File: src/glw_pkg.sv
// ----------------------------------------------------------------------------
// Guide line point warp - package
// Item codes, register indexes and the item structures used across modules.
// ----------------------------------------------------------------------------
`default_nettype none

package glw_pkg;

    localparam int COORD_W = 16;
    localparam int EXT_W   = 15;
    localparam int CNT_W   = 11;
    localparam int GI_W    = 10;
    localparam int ADDR_W  = 17;   // wide enough to compare against any store depth below 131072

    typedef enum logic [1:0] {
        OP_LOAD_TOP = 2'd0,
        OP_LOAD_BOT = 2'd1,
        OP_WARP     = 2'd2
    } t_op;

    typedef enum logic [1:0] {
        CFG_WIDTH   = 2'd0,
        CFG_HEIGHT  = 2'd1,
        CFG_TOP_CNT = 2'd2,
        CFG_BOT_CNT = 2'd3
    } t_cfg_idx;

    typedef struct packed {
        logic signed [COORD_W-1:0] y;
        logic signed [COORD_W-1:0] x;
        logic [GI_W-1:0]           gi;
        logic [1:0]                op;
    } t_item;

    typedef struct packed {
        logic neg_x;
        logic neg_y;
    } t_sign;

    localparam logic signed [COORD_W-1:0] SAT_MAX = {1'b0, {(COORD_W-1){1'b1}}};
    localparam logic signed [COORD_W-1:0] SAT_MIN = {1'b1, {(COORD_W-1){1'b0}}};

endpackage

`default_nettype wire

File: src/glw_div.sv
// ----------------------------------------------------------------------------
// Guide line point warp - pipelined divider
// Restoring division, one quotient bit per stage, several lanes sharing one
// divisor. Flags quotients that do not fit in Q_W bits.
// ----------------------------------------------------------------------------
`default_nettype none

module glw_div #(
    parameter int N_W   = 25,
    parameter int D_W   = 15,
    parameter int Q_W   = 10,
    parameter int LANES = 2,
    parameter int TAG_W = 1
) (
    input  wire logic                           i_clk,
    input  wire logic                           i_rst_n,
    input  wire logic                           i_en,
    input  wire logic                           i_valid,
    input  wire logic [TAG_W-1:0]               i_tag,
    input  wire logic [LANES-1:0][N_W-1:0]      i_num,
    input  wire logic [D_W-1:0]                 i_den,
    output logic                                o_valid,
    output logic [TAG_W-1:0]                    o_tag,
    output logic [LANES-1:0][Q_W-1:0]           o_quo,
    output logic [LANES-1:0]                    o_ovf
);

    localparam int W = (N_W > D_W + Q_W) ? N_W : D_W + Q_W;

    logic [Q_W-1:0]              r_v;
    logic [TAG_W-1:0]            r_tag [Q_W];
    logic [LANES-1:0][W-1:0]     r_rem [Q_W];
    logic [LANES-1:0][Q_W-1:0]   r_q   [Q_W];
    logic [LANES-1:0]            r_ovf [Q_W];

    for (genvar s = 0; s < Q_W; s++) begin : g_st
        logic                       sv;
        logic [TAG_W-1:0]           st;
        logic [LANES-1:0][W-1:0]    srem;
        logic [LANES-1:0][W-1:0]    n_rem;
        logic [LANES-1:0][Q_W-1:0]  sq;
        logic [LANES-1:0][Q_W-1:0]  n_q;
        logic [LANES-1:0]           sovf;
        logic [W-1:0]               dsh;

        if (s == 0) begin : g_first
            always_comb begin
                sv = i_valid;
                st = i_tag;
                sq = '0;
                for (int l = 0; l < LANES; l++) begin
                    srem[l] = W'(i_num[l]);
                    sovf[l] = W'(i_num[l]) >= (W'(i_den) << Q_W);
                end
            end
        end else begin : g_next
            assign sv   = r_v[s-1];
            assign st   = r_tag[s-1];
            assign sq   = r_q[s-1];
            assign srem = r_rem[s-1];
            assign sovf = r_ovf[s-1];
        end

        assign dsh = W'(i_den) << (Q_W - 1 - s);

        always_comb begin
            for (int l = 0; l < LANES; l++) begin
                if (srem[l] >= dsh) begin
                    n_rem[l] = srem[l] - dsh;
                    n_q[l]   = sq[l] | (Q_W'(1) << (Q_W - 1 - s));
                end else begin
                    n_rem[l] = srem[l];
                    n_q[l]   = sq[l];
                end
            end
        end

        always_ff @(posedge i_clk) begin
            if (!i_rst_n) begin
                r_v[s] <= 1'b0;
            end else if (i_en) begin
                r_v[s] <= sv;
            end
        end

        always_ff @(posedge i_clk) begin
            if (i_en) begin
                r_tag[s] <= st;
                r_rem[s] <= n_rem;
                r_q[s]   <= n_q;
                r_ovf[s] <= sovf;
            end
        end
    end

    assign o_valid = r_v[Q_W-1];
    assign o_tag   = r_tag[Q_W-1];
    assign o_quo   = r_q[Q_W-1];
    assign o_ovf   = r_ovf[Q_W-1];

endmodule

`default_nettype wire

File: src/glw_idx.sv
// ----------------------------------------------------------------------------
// Guide line point warp - guide index picker
// Scales point x by (count - 1), divides by the extent width and clamps the
// quotient to the last guide entry, for the top and bottom guides at once.
// ----------------------------------------------------------------------------
`default_nettype none

module glw_idx #(
    parameter int GUIDE_DEPTH = 1024
) (
    input  wire logic                              i_clk,
    input  wire logic                              i_rst_n,
    input  wire logic                              i_en,
    input  wire logic                              i_valid,
    input  wire glw_pkg::t_item                    i_item,
    input  wire logic [glw_pkg::EXT_W-1:0]         i_width,
    input  wire logic [$clog2(GUIDE_DEPTH)-1:0]    i_cm1_top,
    input  wire logic [$clog2(GUIDE_DEPTH)-1:0]    i_cm1_bot,
    output logic                                   o_valid,
    output glw_pkg::t_item                         o_item,
    output logic [$clog2(GUIDE_DEPTH)-1:0]         o_top_idx,
    output logic [$clog2(GUIDE_DEPTH)-1:0]         o_bot_idx
);

    localparam int IDX_W = $clog2(GUIDE_DEPTH);
    localparam int P_W   = glw_pkg::EXT_W + IDX_W;

    logic                      r_v0;
    glw_pkg::t_item            r_item0;
    logic [1:0][P_W-1:0]       r_prod;
    logic [1:0][P_W-1:0]       n_prod;
    logic                      x_pos;
    logic [P_W-1:0]            x_ext;

    logic [1:0][IDX_W-1:0]     quo;
    logic [1:0]                ovf;

    // Only a positive x moves away from the first entry.
    assign x_pos = !i_item.x[glw_pkg::COORD_W-1] && (|i_item.x[glw_pkg::COORD_W-2:0]);
    assign x_ext = P_W'(i_item.x[glw_pkg::COORD_W-2:0]);

    always_comb begin
        n_prod[0] = x_pos ? x_ext * P_W'(i_cm1_top) : '0;
        n_prod[1] = x_pos ? x_ext * P_W'(i_cm1_bot) : '0;
    end

    always_ff @(posedge i_clk) begin
        if (!i_rst_n) begin
            r_v0 <= 1'b0;
        end else if (i_en) begin
            r_v0 <= i_valid;
        end
    end

    always_ff @(posedge i_clk) begin
        if (i_en) begin
            r_item0 <= i_item;
            r_prod  <= n_prod;
        end
    end

    glw_div #(
        .N_W   (P_W),
        .D_W   (glw_pkg::EXT_W),
        .Q_W   (IDX_W),
        .LANES (2),
        .TAG_W ($bits(glw_pkg::t_item))
    ) u_div (
        .i_clk   (i_clk),
        .i_rst_n (i_rst_n),
        .i_en    (i_en),
        .i_valid (r_v0),
        .i_tag   (r_item0),
        .i_num   (r_prod),
        .i_den   (i_width),
        .o_valid (o_valid),
        .o_tag   (o_item),
        .o_quo   (quo),
        .o_ovf   (ovf)
    );

    // Clamp to the last entry of each guide.
    assign o_top_idx = (ovf[0] || quo[0] > i_cm1_top) ? i_cm1_top : quo[0];
    assign o_bot_idx = (ovf[1] || quo[1] > i_cm1_bot) ? i_cm1_bot : quo[1];

endmodule

`default_nettype wire

File: config.mk
export PLATFORM = sky130hd
export DESIGN_NAME = glw_idx
export DESIGN_NICKNAME = d
export VERILOG_FILES = /design/src/glw_pkg.sv /design/src/glw_div.sv /design/src/glw_idx.sv
export SDC_FILE = /design/constraint.sdc
export NUM_CORES = 2
export LEC_CHECK = 0
export ABC_AREA = 1
export BUFFER_PORTS_ARGS = -buffer_cell sky130_fd_sc_hd__buf_2
export CORE_MARGIN = 4
export CORE_UTILIZATION = 32
export DETAILED_ROUTE_END_ITERATION = 6
export HOLD_SLACK_MARGIN = 0.02
export SYNTH_ARGS = -nofsm -noshare
export SYNTH_HDL_FRONTEND = slang
export SYNTH_SLANG_ARGS = --single-unit
File: constraint.sdc
create_clock -name i_clk -period 13.8 [get_ports i_clk]
set_input_delay 0.69 -clock i_clk [delete_from_list [all_inputs] [get_ports i_clk]]
set_output_delay 0.69 -clock i_clk [all_outputs]
set_load 0.02 [all_outputs]
==> metrics.cfg <==
[worst_hold_path]
hold_depth=1
hp-class=input pin to register

[timing]
setup_viol=0
clock_skew_ns=0.0442
setup_tns_ns=0
drv_slew=0
worstMarginPinSlew_ns=1.03
fin_crit_sh_pct=35.8
final-hold-violation-count=0
grt_setup_unrepaired=false
fin_crit_ns=4.95
relSlewSlack_pct=31.3
fmax_ghz=0.202

[placed_design]
dp_hpwl_mm=143
gp_congestion=0.907
dpl_cell_area_sq_mm=0.0769
io_buffers=147

[detailed_routing]
drt_iter0_drc=4373
drt.antenna.violating_nets=0
wirelength_mm=193
firstDrtPassIters=6
vias=56200
viasPerCell=4.70
drcViolationCount=0
avgRoutedWirePerCell_um=16.2

[critical_path]
critical_path_class=input pin to register
slowest_stage=fa_1
cp_max_fo=22
cp_cell_sequence=buf_2 -> nand2_1 -> fa_1 -> inv_1 -> fa_1 -> fa_1 -> fa_1 -> inv_1 -> fa_1 -> inv_1 -> ha_1 -> nand2_1 -> inv_1 -> a21oi_1 -> inv_1 -> a21oi_1 -> nand3_1 -> nand2_1 -> nor2_1
cpPeakStageDelay_ns=0.57
cp.arrival_ns=5.51
worst-r2r-setup-slack_ns=10.10
critPathCaptureType=register
rr_worst_depth=9
setup.worst_path.start_class=input pin
crit_required_ns=14.36

[layout]
syn_to_final_growth_pct=11.9
fin_nets=9623
final_cell_mix=nand2_1, inv_1, edfxtp_1
utilization_pct=36.1
final_area_sq_mm=0.0815
layout-drive-gt1-share_pct=5.48
layout_commonest_cell=nand2_1

[synth]
seq_area_frac_synth_pct=46.2
synth_top_area_share_pct=45.9
syn-cell-area_sq_mm=0.0728
yosys_warnings=0
yosysUniqueCellTypes=49
syn-num-nets=9406
avgSynthCellArea_sq_um=8.44
synth_cells=8631
yosys.area.top_type=edfxtp_1
synth_seq_cells=1125
synth_area_leaders=edfxtp_1, nand2_1, ha_1

[power]
vdd_drop_max_mv=0.127
powerDensity_mw_per_mm2=207
p_leak_nw=38.5

[floorplanning]
std_cell_rows=174
core_sq_mm=0.226
io_pins=148
die_area_sq_mm=0.235
die_w_um=485
start_util_pct=32.3
dieHeight_um=485

[clock_tree]
path_clk_slew_ns=0.06
cts-resized-gates=0
htreeDepth=4
cts_num_sinks=1125
cts_tree=yes
cts_hold_buf=28
clock_latency_ns=0.79
cts_buffers=135
clock-root-buffer=clkbuf_16
cts_buffer_depth=3
postCtsSetupBuffers=0

[global_route]
grt_usage_pct=16.2
first_global_vias=55300
grt_max_degree=172
antenna_found_initial=5
grt_overflow=0
grt_pass1_wl_mm=304

[run]
cap_violations=0

[run_status]
status=completed

-- logic make-up (layout without fill, tap and decap cells) --
logic type | Yosys count | in the layout | synth area share [%]
adder cells (fa/ha/maj) | 692 | 692 | 14.2
buffers and inverters | 1567 | 1885 | 8.40
AO/OA/AOI/OAI | 483 | 483 | 3.62
XOR/XNOR | 149 | 149 | 1.79
other | 0 | 2 | 0
flip-flops | 1125 | 1125 | 46.2
AND/OR/NAND/NOR | 4615 | 4615 | 25.8
-- per-layer routing --
metal / vias up / global-route usage (%) / part of all wire (%)
met1: 26500 / 22.5 / 47
met3: 306 / 2.44 / 5.3
met2: 1370 / 26.1 / 45
li1: 28000 / - / -
met5: - / 0 / 0.012
met4: 4 / 5.03 / 2.7
-- area by class of cell --
class                   instances  area (sq um)
fillers                     23100        144000
diodes                          2          5.00
inverters                    1434          5390
clock buffers                 158          3490
well taps                    2992          3740
flip-flops and latches       1125         33700
multi-input cells            5939         33100
repair buffers                213          1350
clock inverters                80           817
-- path summary, 6_finish.rpt --
path | endpoint | start
min reg2reg | u_div.r_tag[4][0]$_DFFE_PP_ | u_div.r_tag[3][0]$_DFFE_PP_
min | r_item0[0]$_DFFE_PP_ | i_item[0]
max | r_prod[44]$_SDFFCE_PN0P_ | i_item[22]
max reg2reg | u_div.r_rem[1][21]$_DFFE_PP_ | u_div.r_rem[0][20]$_DFFE_PP_
-- worst max-delay path: cells and delay by family --
family,cells,cell delay [ns]
fa+ha+maj,6,2.97
buf+inv,6,0.80
simple gates,5,0.53
compound gates,2,0.49
-- where the power goes --
group | switching [mW] | total, mW | internal [mW]
Combinational | 5.32 | 8.04 | 2.72
Sequential | 0.544 | 5.36 | 4.82
Clock | 1.51 | 3.43 | 1.92
Total | 7.37 | 16.8 | 9.46
-- stage by stage --
stage | hold WS [ns] | total power, mW | setup WS [ns] | instances
5_1_grt | 0.0651 | 18.4 | 8.60 | 11900
2_1_floorplan | 0.400 | 11.1 | 8.42 | 8631
4_1_cts | 0.0298 | 16.9 | 8.96 | 11900
6_report | 0.128 | 16.8 | 8.85 | 11900
3_5_place_dp | 0.405 | 13.4 | 8.04 | 11700
3_3_place_gp | 0.400 | 13.3 | 8.04 | 11700
-- Yosys cell counts, drive strengths merged --
cell and count:
nand2 3111, inv 1432, edfxtp 1114, nor2 754, nand3 519, ha 470
a21oi 296, fa 222, o21ai 158, xor2 107, nand4 85, clkbuf 79
nand3b 60, nor3 55, buf 54, xnor2 42, and2 14, o21bai 14
dfxtp 11, nor4 8, o211ai 4, o21a 4, or2 4, a21o 3
nor3b 3, and3 2, clkinv 2, o31ai 2, a21boi 1, a31oi 1
-- state kept, by name, summed over array words and instances, names as in the netlist --
register and cells:
u_div.r_rem 450, u_div.r_tag 440, u_div.r_q 110, r_prod 50, r_item0 44, u_div.r_ovf 20, u_div.g_st.sv 9, r_v0 1
u_div.o_valid 1
No activity file was read; power rests on OpenSTA's default activity.
