## config.mk

```make
export PLATFORM = sky130hd
export DESIGN_NAME = glw_div
export DESIGN_NICKNAME = d
export VERILOG_FILES = /design/src/glw_div.sv
export SDC_FILE = /design/constraint.sdc
export NUM_CORES = 1
export LEC_CHECK = 0
export ABC_AREA = 0
export BUFFER_PORTS_ARGS = -buffer_cell sky130_fd_sc_hd__buf_2
export CAP_MARGIN = 20
export CORE_AREA = 10 10 315 317
export DETAILED_ROUTE_END_ITERATION = 6
export DIE_AREA = 0 0 325 327
export GPL_ROUTABILITY_DRIVEN = 1
export HOLD_SLACK_MARGIN = 0.15
export MAX_ROUTING_LAYER = met4
export PLACE_DENSITY = 0.62
export SYNTH_ARGS = -nofsm -noshare
export SYNTH_HDL_FRONTEND = slang
export SYNTH_SLANG_ARGS = --single-unit
```

## constraint.sdc

```tcl
create_clock -name i_clk -period 4.4 [get_ports i_clk]
set_input_delay 0.88 -clock i_clk [delete_from_list [all_inputs] [get_ports i_clk]]
set_output_delay 0.88 -clock i_clk [all_outputs]
set_load 0.03 [all_outputs]
```

## src/glw_div.sv

```systemverilog
// ----------------------------------------------------------------------------
// Guide line point warp - pipelined divider
// Restoring division, one quotient bit per stage, several lanes sharing one
// divisor. Flags quotients that do not fit in Q_W bits.
// ----------------------------------------------------------------------------
`default_nettype none

module glw_div #(
    parameter int N_W   = 25,
    parameter int D_W   = 15,
    parameter int Q_W   = 10,
    parameter int LANES = 2,
    parameter int TAG_W = 1
) (
    input  wire logic                           i_clk,
    input  wire logic                           i_rst_n,
    input  wire logic                           i_en,
    input  wire logic                           i_valid,
    input  wire logic [TAG_W-1:0]               i_tag,
    input  wire logic [LANES-1:0][N_W-1:0]      i_num,
    input  wire logic [D_W-1:0]                 i_den,
    output logic                                o_valid,
    output logic [TAG_W-1:0]                    o_tag,
    output logic [LANES-1:0][Q_W-1:0]           o_quo,
    output logic [LANES-1:0]                    o_ovf
);

    localparam int W = (N_W > D_W + Q_W) ? N_W : D_W + Q_W;

    logic [Q_W-1:0]              r_v;
    logic [TAG_W-1:0]            r_tag [Q_W];
    logic [LANES-1:0][W-1:0]     r_rem [Q_W];
    logic [LANES-1:0][Q_W-1:0]   r_q   [Q_W];
    logic [LANES-1:0]            r_ovf [Q_W];

    for (genvar s = 0; s < Q_W; s++) begin : g_st
        logic                       sv;
        logic [TAG_W-1:0]           st;
        logic [LANES-1:0][W-1:0]    srem;
        logic [LANES-1:0][W-1:0]    n_rem;
        logic [LANES-1:0][Q_W-1:0]  sq;
        logic [LANES-1:0][Q_W-1:0]  n_q;
        logic [LANES-1:0]           sovf;
        logic [W-1:0]               dsh;

        if (s == 0) begin : g_first
            always_comb begin
                sv = i_valid;
                st = i_tag;
                sq = '0;
                for (int l = 0; l < LANES; l++) begin
                    srem[l] = W'(i_num[l]);
                    sovf[l] = W'(i_num[l]) >= (W'(i_den) << Q_W);
                end
            end
        end else begin : g_next
            assign sv   = r_v[s-1];
            assign st   = r_tag[s-1];
            assign sq   = r_q[s-1];
            assign srem = r_rem[s-1];
            assign sovf = r_ovf[s-1];
        end

        assign dsh = W'(i_den) << (Q_W - 1 - s);

        always_comb begin
            for (int l = 0; l < LANES; l++) begin
                if (srem[l] >= dsh) begin
                    n_rem[l] = srem[l] - dsh;
                    n_q[l]   = sq[l] | (Q_W'(1) << (Q_W - 1 - s));
                end else begin
                    n_rem[l] = srem[l];
                    n_q[l]   = sq[l];
                end
            end
        end

        always_ff @(posedge i_clk) begin
            if (!i_rst_n) begin
                r_v[s] <= 1'b0;
            end else if (i_en) begin
                r_v[s] <= sv;
            end
        end

        always_ff @(posedge i_clk) begin
            if (i_en) begin
                r_tag[s] <= st;
                r_rem[s] <= n_rem;
                r_q[s]   <= n_q;
                r_ovf[s] <= sovf;
            end
        end
    end

    assign o_valid = r_v[Q_W-1];
    assign o_tag   = r_tag[Q_W-1];
    assign o_quo   = r_q[Q_W-1];
    assign o_ovf   = r_ovf[Q_W-1];

endmodule

`default_nettype wire

```

==> flow_summary.ini, run 1 <==
[synth]
yosys_warnings = 0
synthArstFlopShare_pct = 0
ys_types = 80
yosysMostFrequentCell = edfxtp_1
syn_avg_cell_area_um2 = 10.9
yosys-top-cells-count = edfxtp_1 (590), ha_1 (330), nand2_1 (298)
yosys.area.top_type = edfxtp_1
synthTopCellsByArea = edfxtp_1 (48%), ha_1 (11%), o21ai_0 (3.6%)
synth_nets = 3818
yosysSeqAreaShare_pct = 48.5
synth_top_area_share_pct = 48.0
synth_edf_count = 590
syn_inst = 3400
ys_ff_latch = 600
syn_area_um2 = 36900
synth_ff_type = edfxtp_1

[placed_design]
dp_hpwl_um = 57300
routabilityCongestion = 0.875
pre_cts_ws_ps = 187
portBuffers = 93
dp_cells = 4758

[cts]
clk_latency_ps = 610
clockRootBuffer = clkbuf_16
clkTransAtPathRegs_ps = 50
ctsLongestPathBuffers = 3
cts_hold_buf = 0
cts_buffers = 71
post_cts_buffers = 0
htreeDepth = 3
cts_resized = 0
cts.sinks = 600
cts_tree = yes

[timing]
setup-tns-final_ps = 0
worst_pin_slew_ps = 1070
setup_violations = 0
period_share_pct = 82.8
finalHoldViolCount = 0
rsz0062_at_grt = no
clock-skew-final_ps = 19.9
hold_ws_ps = 412
clock.fmax_mhz = 274
slew_headroom_pct = 29.0
fin_crit_ps = 3640
setup_slack_ps = 756
drv_slew = 0

[hold_path]
hp-start = r_q[5][7]
hold_class = reg -> reg

[layout]
final_cells = 4881
drive_above_1_share_pct = 9.51
area_delta_synth_final_pct = 12.9
nNetsFinal = 3995

[worst_setup_path]
crit_fanout = 27
critical-path-top-delay-family = compound AO/OA/AOI/OAI gates
slowest_delay_ps = 690
cp_num_buf_inv = 3
arrival_ps = 4000
r2r-start = r_rem[3][30]
path_class = in -> reg
cp-end-kind = flop
start_kind = input port
cp_cell_sequence = buf_2 -> ha_1 -> inv_1 -> fa_1 -> a21oi_1 -> o21ai_0 -> a2111oi_0 -> o41a_1 -> nor2_1 -> nor3_2 -> buf_12 -> mux2_2
critPathSlowestCell = a2111oi_0
crit_required_ps = 4760
crit_path_start = i_den[0]

[routing]
wire_per_inst_um = 15.9
drt_wl_total_um = 77600
ant_nets = 0
first_pass_iters = 5
routed_via_density = 5.27
drtIter0Drc = 1280
vias = 25713
drc = 0

[global_route]
grt_pass1_vias = 24898
grt_pass1_wl_um = 126000
met1_usage_pct = 19.7
antenna_found_initial = 1
top_usage_layer = met2
grtUsageMet2_pct = 22.7
use_met3_pct = 2.34
gr-total-overflow = 0
grt.total_usage_pct = 14.6
grt_start_max_net_pins = 123

[run_status]
status = finished, final reports clean

[power]
p_leak_nw = 16.0
total_power_mw = 23.8
power_density_nw_per_um2 = 570
peakVddDrop_mv = 0.281

[die]
die_h_um = 327
initial_core_util_pct = 39.8
row_count = 112
die_w_um = 325
dieArea_um2 = 106000
num_io_pins = 94
core_area_um2 = 92800

[job]
cap_violations = 0
## flip-flops by register name (all words and copies together), names as in the netlist
signal / cells
o_valid: 1
r_ovf: 20
r_q: 110
r_rem: 450
g_st.sv: 9
r_tag: 10
## cell usage in the layout (no fill, tap or decap), types with 18 or more instances in the layout
cell type	instances
nand3_1	61
clkbuf_16	75
and3_1	22
o211ai_1	18
nand4_1	35
edfxtp_1	590
o21ai_0	266
a211oi_1	33
buf_4	53
o31ai_1	30
o21a_1	46
mux2_2	43
o21bai_1	21
xnor2_1	133
nor2b_1	69
or3_1	30
a21oi_1	232
buf_2	92
buf_12	18
a31oi_1	23
nor2_1	235
ha_1	330
nand2b_1	63
inv_1	114
xor2_1	135
a21o_1	108
fa_1	18
nor3_1	92
nand2_1	298
mux2i_1	18
nor4_1	44
## power breakdown
group	switching, mW	internal [mW]
Combinational	4.91	4.10
Sequential	0.882	8.41
Clock	2.26	3.21
Total	8.06	15.7
## metal layers
layer,vias up,wire length (um)
met5,-,0
met4,0,1770
met3,129,3550
met2,507,34200
met1,11848,38100
li1,13229,-
## area by class of cell
type                            count  area [um^2]
Antenna cell                        1         2.50
Clock buffer                       86         1920
Clock inverter                     36          245
Fill cell                        8688        51100
Inverter                          115          432
Multi-Input combinational cell   2625        18400
Sequential cell                   600        17900
Tap cell                         1254         1570
Timing Repair Buffer              164         1230
## stage by stage
stage | util (%) | area [um^2]
2_1_floorplan | - | 36900
3_3_place_gp | 42.6 | 39500
3_5_place_dp | 42.6 | 39500
4_1_cts | 44.9 | 41700
5_1_grt | 44.9 | 41700
6_report | 44.9 | 41700
## path summary, 6_finish.rpt
check | endpoint | slack (ps) | cells past startpoint
setup / recovery | r_rem[4][31] | 760 | 12
hold / removal | r_q[6][7] | 410 | 0
setup reg to reg | r_rem[4][31] | 770 | 12
hold reg to reg | r_q[6][7] | 410 | 0
## cells by family after synthesis
group,Yosys count,synth area share (%)
compound gates,909,15.5
xor+xnor,268,6.35
fa+ha+maj,348,12.2
buf+inv,175,1.87
flops,600,48.5
mux,61,1.80
simple gates,1039,13.8
Power figures use the tool's default switching activity.
==> run 2: changes to the inputs <==
==> constraint.sdc (replaced) <==
create_clock -name i_clk -period 3.7 [get_ports i_clk]
set_input_delay 0.74 -clock i_clk [delete_from_list [all_inputs] [get_ports i_clk]]
set_output_delay 0.74 -clock i_clk [all_outputs]
set_load 0.03 [all_outputs]
==> flow_summary.ini, run 2 (same netlist as run 1, synthesis figures left out) <==
[worst_setup_path]
r2r-start = r_rem[3][30]
cp_cell_sequence = inv_1 -> ha_1 -> inv_1 -> fa_1 -> a21oi_1 -> o21ai_0 -> a2111oi_0 -> buf_4 -> o41a_1 -> o21ai_0 -> and2_1 -> nor3_1 -> mux2_2
path_class = reg -> reg
critical-path-top-delay-family = compound AO/OA/AOI/OAI gates
critPathSlowestCell = a2111oi_0
arrival_ps = 3760
slowest_delay_ps = 470
start_kind = flop
cp_num_buf_inv = 3
crit_fanout = 3
cp-end-kind = flop
crit_required_ps = 4060
crit_path_start = r_rem[3][30]

[cts]
htreeDepth = 3
cts_buffers = 72
clk_latency_ps = 640
cts_tree = yes
cts.sinks = 600
cts_hold_buf = 0
clkTransAtPathRegs_ps = 60
cts_resized = 0
clockRootBuffer = clkbuf_16
post_cts_buffers = 0
ctsLongestPathBuffers = 3

[power]
clockPowerShare_pct = 23.5
seqPwrFrac_pct = 37.4
p_switching_mw = 9.92
p_leak_nw = 17.0
p_int_mw = 19.7
pwr-share-comb_pct = 39.2
peakVddDrop_mv = 0.338
power_density_nw_per_um2 = 681
sw_frac_of_total_pct = 33.5

[die]
row_count = 112
die_w_um = 325
core_area_um2 = 92800
die_h_um = 327
initial_core_util_pct = 39.8
dieArea_um2 = 106000
num_io_pins = 94

[timing]
finalHoldViolCount = 0
period_share_pct = 92.0
worst_pin_slew_ps = 648
clock-skew-final_ps = 31.2
setup_violations = 0
setup_slack_ps = 297
rsz0062_at_grt = no
fin_crit_ps = 3400
clock.fmax_mhz = 294
drv_slew = 0
hold_ws_ps = 297
slew_headroom_pct = 55.7
setup-tns-final_ps = 0

[layout]
layout_commonest_cell = edfxtp_1
fill_cells = 8592
top_register = r_rem
nNetsFinal = 4191
design_area_um2 = 43500
largest_register_ffs = 450
reg_top3 = r_rem x450, r_q x110, r_ovf x20
fin_util_pct = 46.8
layout_common_cells = edfxtp_1 (590), ha_1 (330), nand2_1 (298)
drive_above_1_share_pct = 14.4
area_delta_synth_final_pct = 17.7

[placed_design]
pre_cts_ws_ps = -171
portBuffers = 93
dp_hpwl_um = 61500
place_area_um2 = 41100
routabilityCongestion = 0.894

[routing]
wire_per_inst_um = 15.9
drtIter0Drc = 1483
drc = 0
ant_nets = 0
drt_wl_total_um = 80800
vias = 26551
routed_via_density = 5.22
first_pass_iters = 5

[hold_path]
hp-start = i_num[26]
hold_class = in -> reg

[job]
cap_violations = 0

[global_route]
grt.total_usage_pct = 15.4
grt_start_max_net_pins = 81
gr-total-overflow = 0
antenna_found_initial = 1
grt_pass1_wl_um = 133000
grt_pass1_vias = 26400

[run_status]
status = finished, final reports clean
run 2: per-stage QoR:
step | power [mW] | cells
2_1_floorplan | 19.3 | 3400
3_3_place_gp | 22.5 | 4953
3_5_place_dp | 22.7 | 4953
4_1_cts | 29.8 | 5085
5_1_grt | 31.9 | 5086
6_report | 29.6 | 5086
run 2: worst paths after layout:
check,to,slack (ps),cells past startpoint
setup reg to reg,r_rem[4][46],300,13
hold / removal,r_rem[0][26],300,1
hold reg to reg,r_tag[4],410,0
setup / recovery,r_rem[4][46],300,13
run 2: cell type report:
class | count | area (um^2) | area share, %
Sequential cell | 600 | 17900 | 41.2
Tap cell | 1254 | 1570 | 3.61
Clock buffer | 87 | 1900 | 4.37
Clock inverter | 45 | 424 | 0.976
Multi-Input combinational cell | 2625 | 18400 | 42.3
Antenna cell | 1 | 2.50 | 0.00576
Timing Repair Buffer | 359 | 2840 | 6.52
Inverter | 115 | 435 | 1.00
run 2: metal layers:
| metal | global-route usage (%) | wire length (um) |
|---|---|---|
| met3 | 2.17 | 3390 |
| met1 | 20.5 | 39300 |
| met5 | - | 0 |
| met4 | 4.31 | 1530 |
| met2 | 24.5 | 36600 |
run 2: power by group through the flow:
stage	clock [mW]	sequential [mW]	combinational, mW
3_5_place_dp	0	11.2	11.5
2_1_floorplan	0	10.8	8.50
6_report	6.94	11.1	11.6
4_1_cts	7.17	11.0	11.6
3_3_place_gp	0	11.2	11.4
5_1_grt	7.47	11.3	13.1
run 2: worst register-to-register path: stages (launching register included):
cell       delay (ps)
edfxtp_1          420
inv_1              80
ha_1              150
inv_1              50
fa_1              380
a21oi_1           200
o21ai_0           160
a2111oi_0         470
buf_4             190
o41a_1            190
o21ai_0           130
and2_1            190
nor3_1            170
mux2_2            360
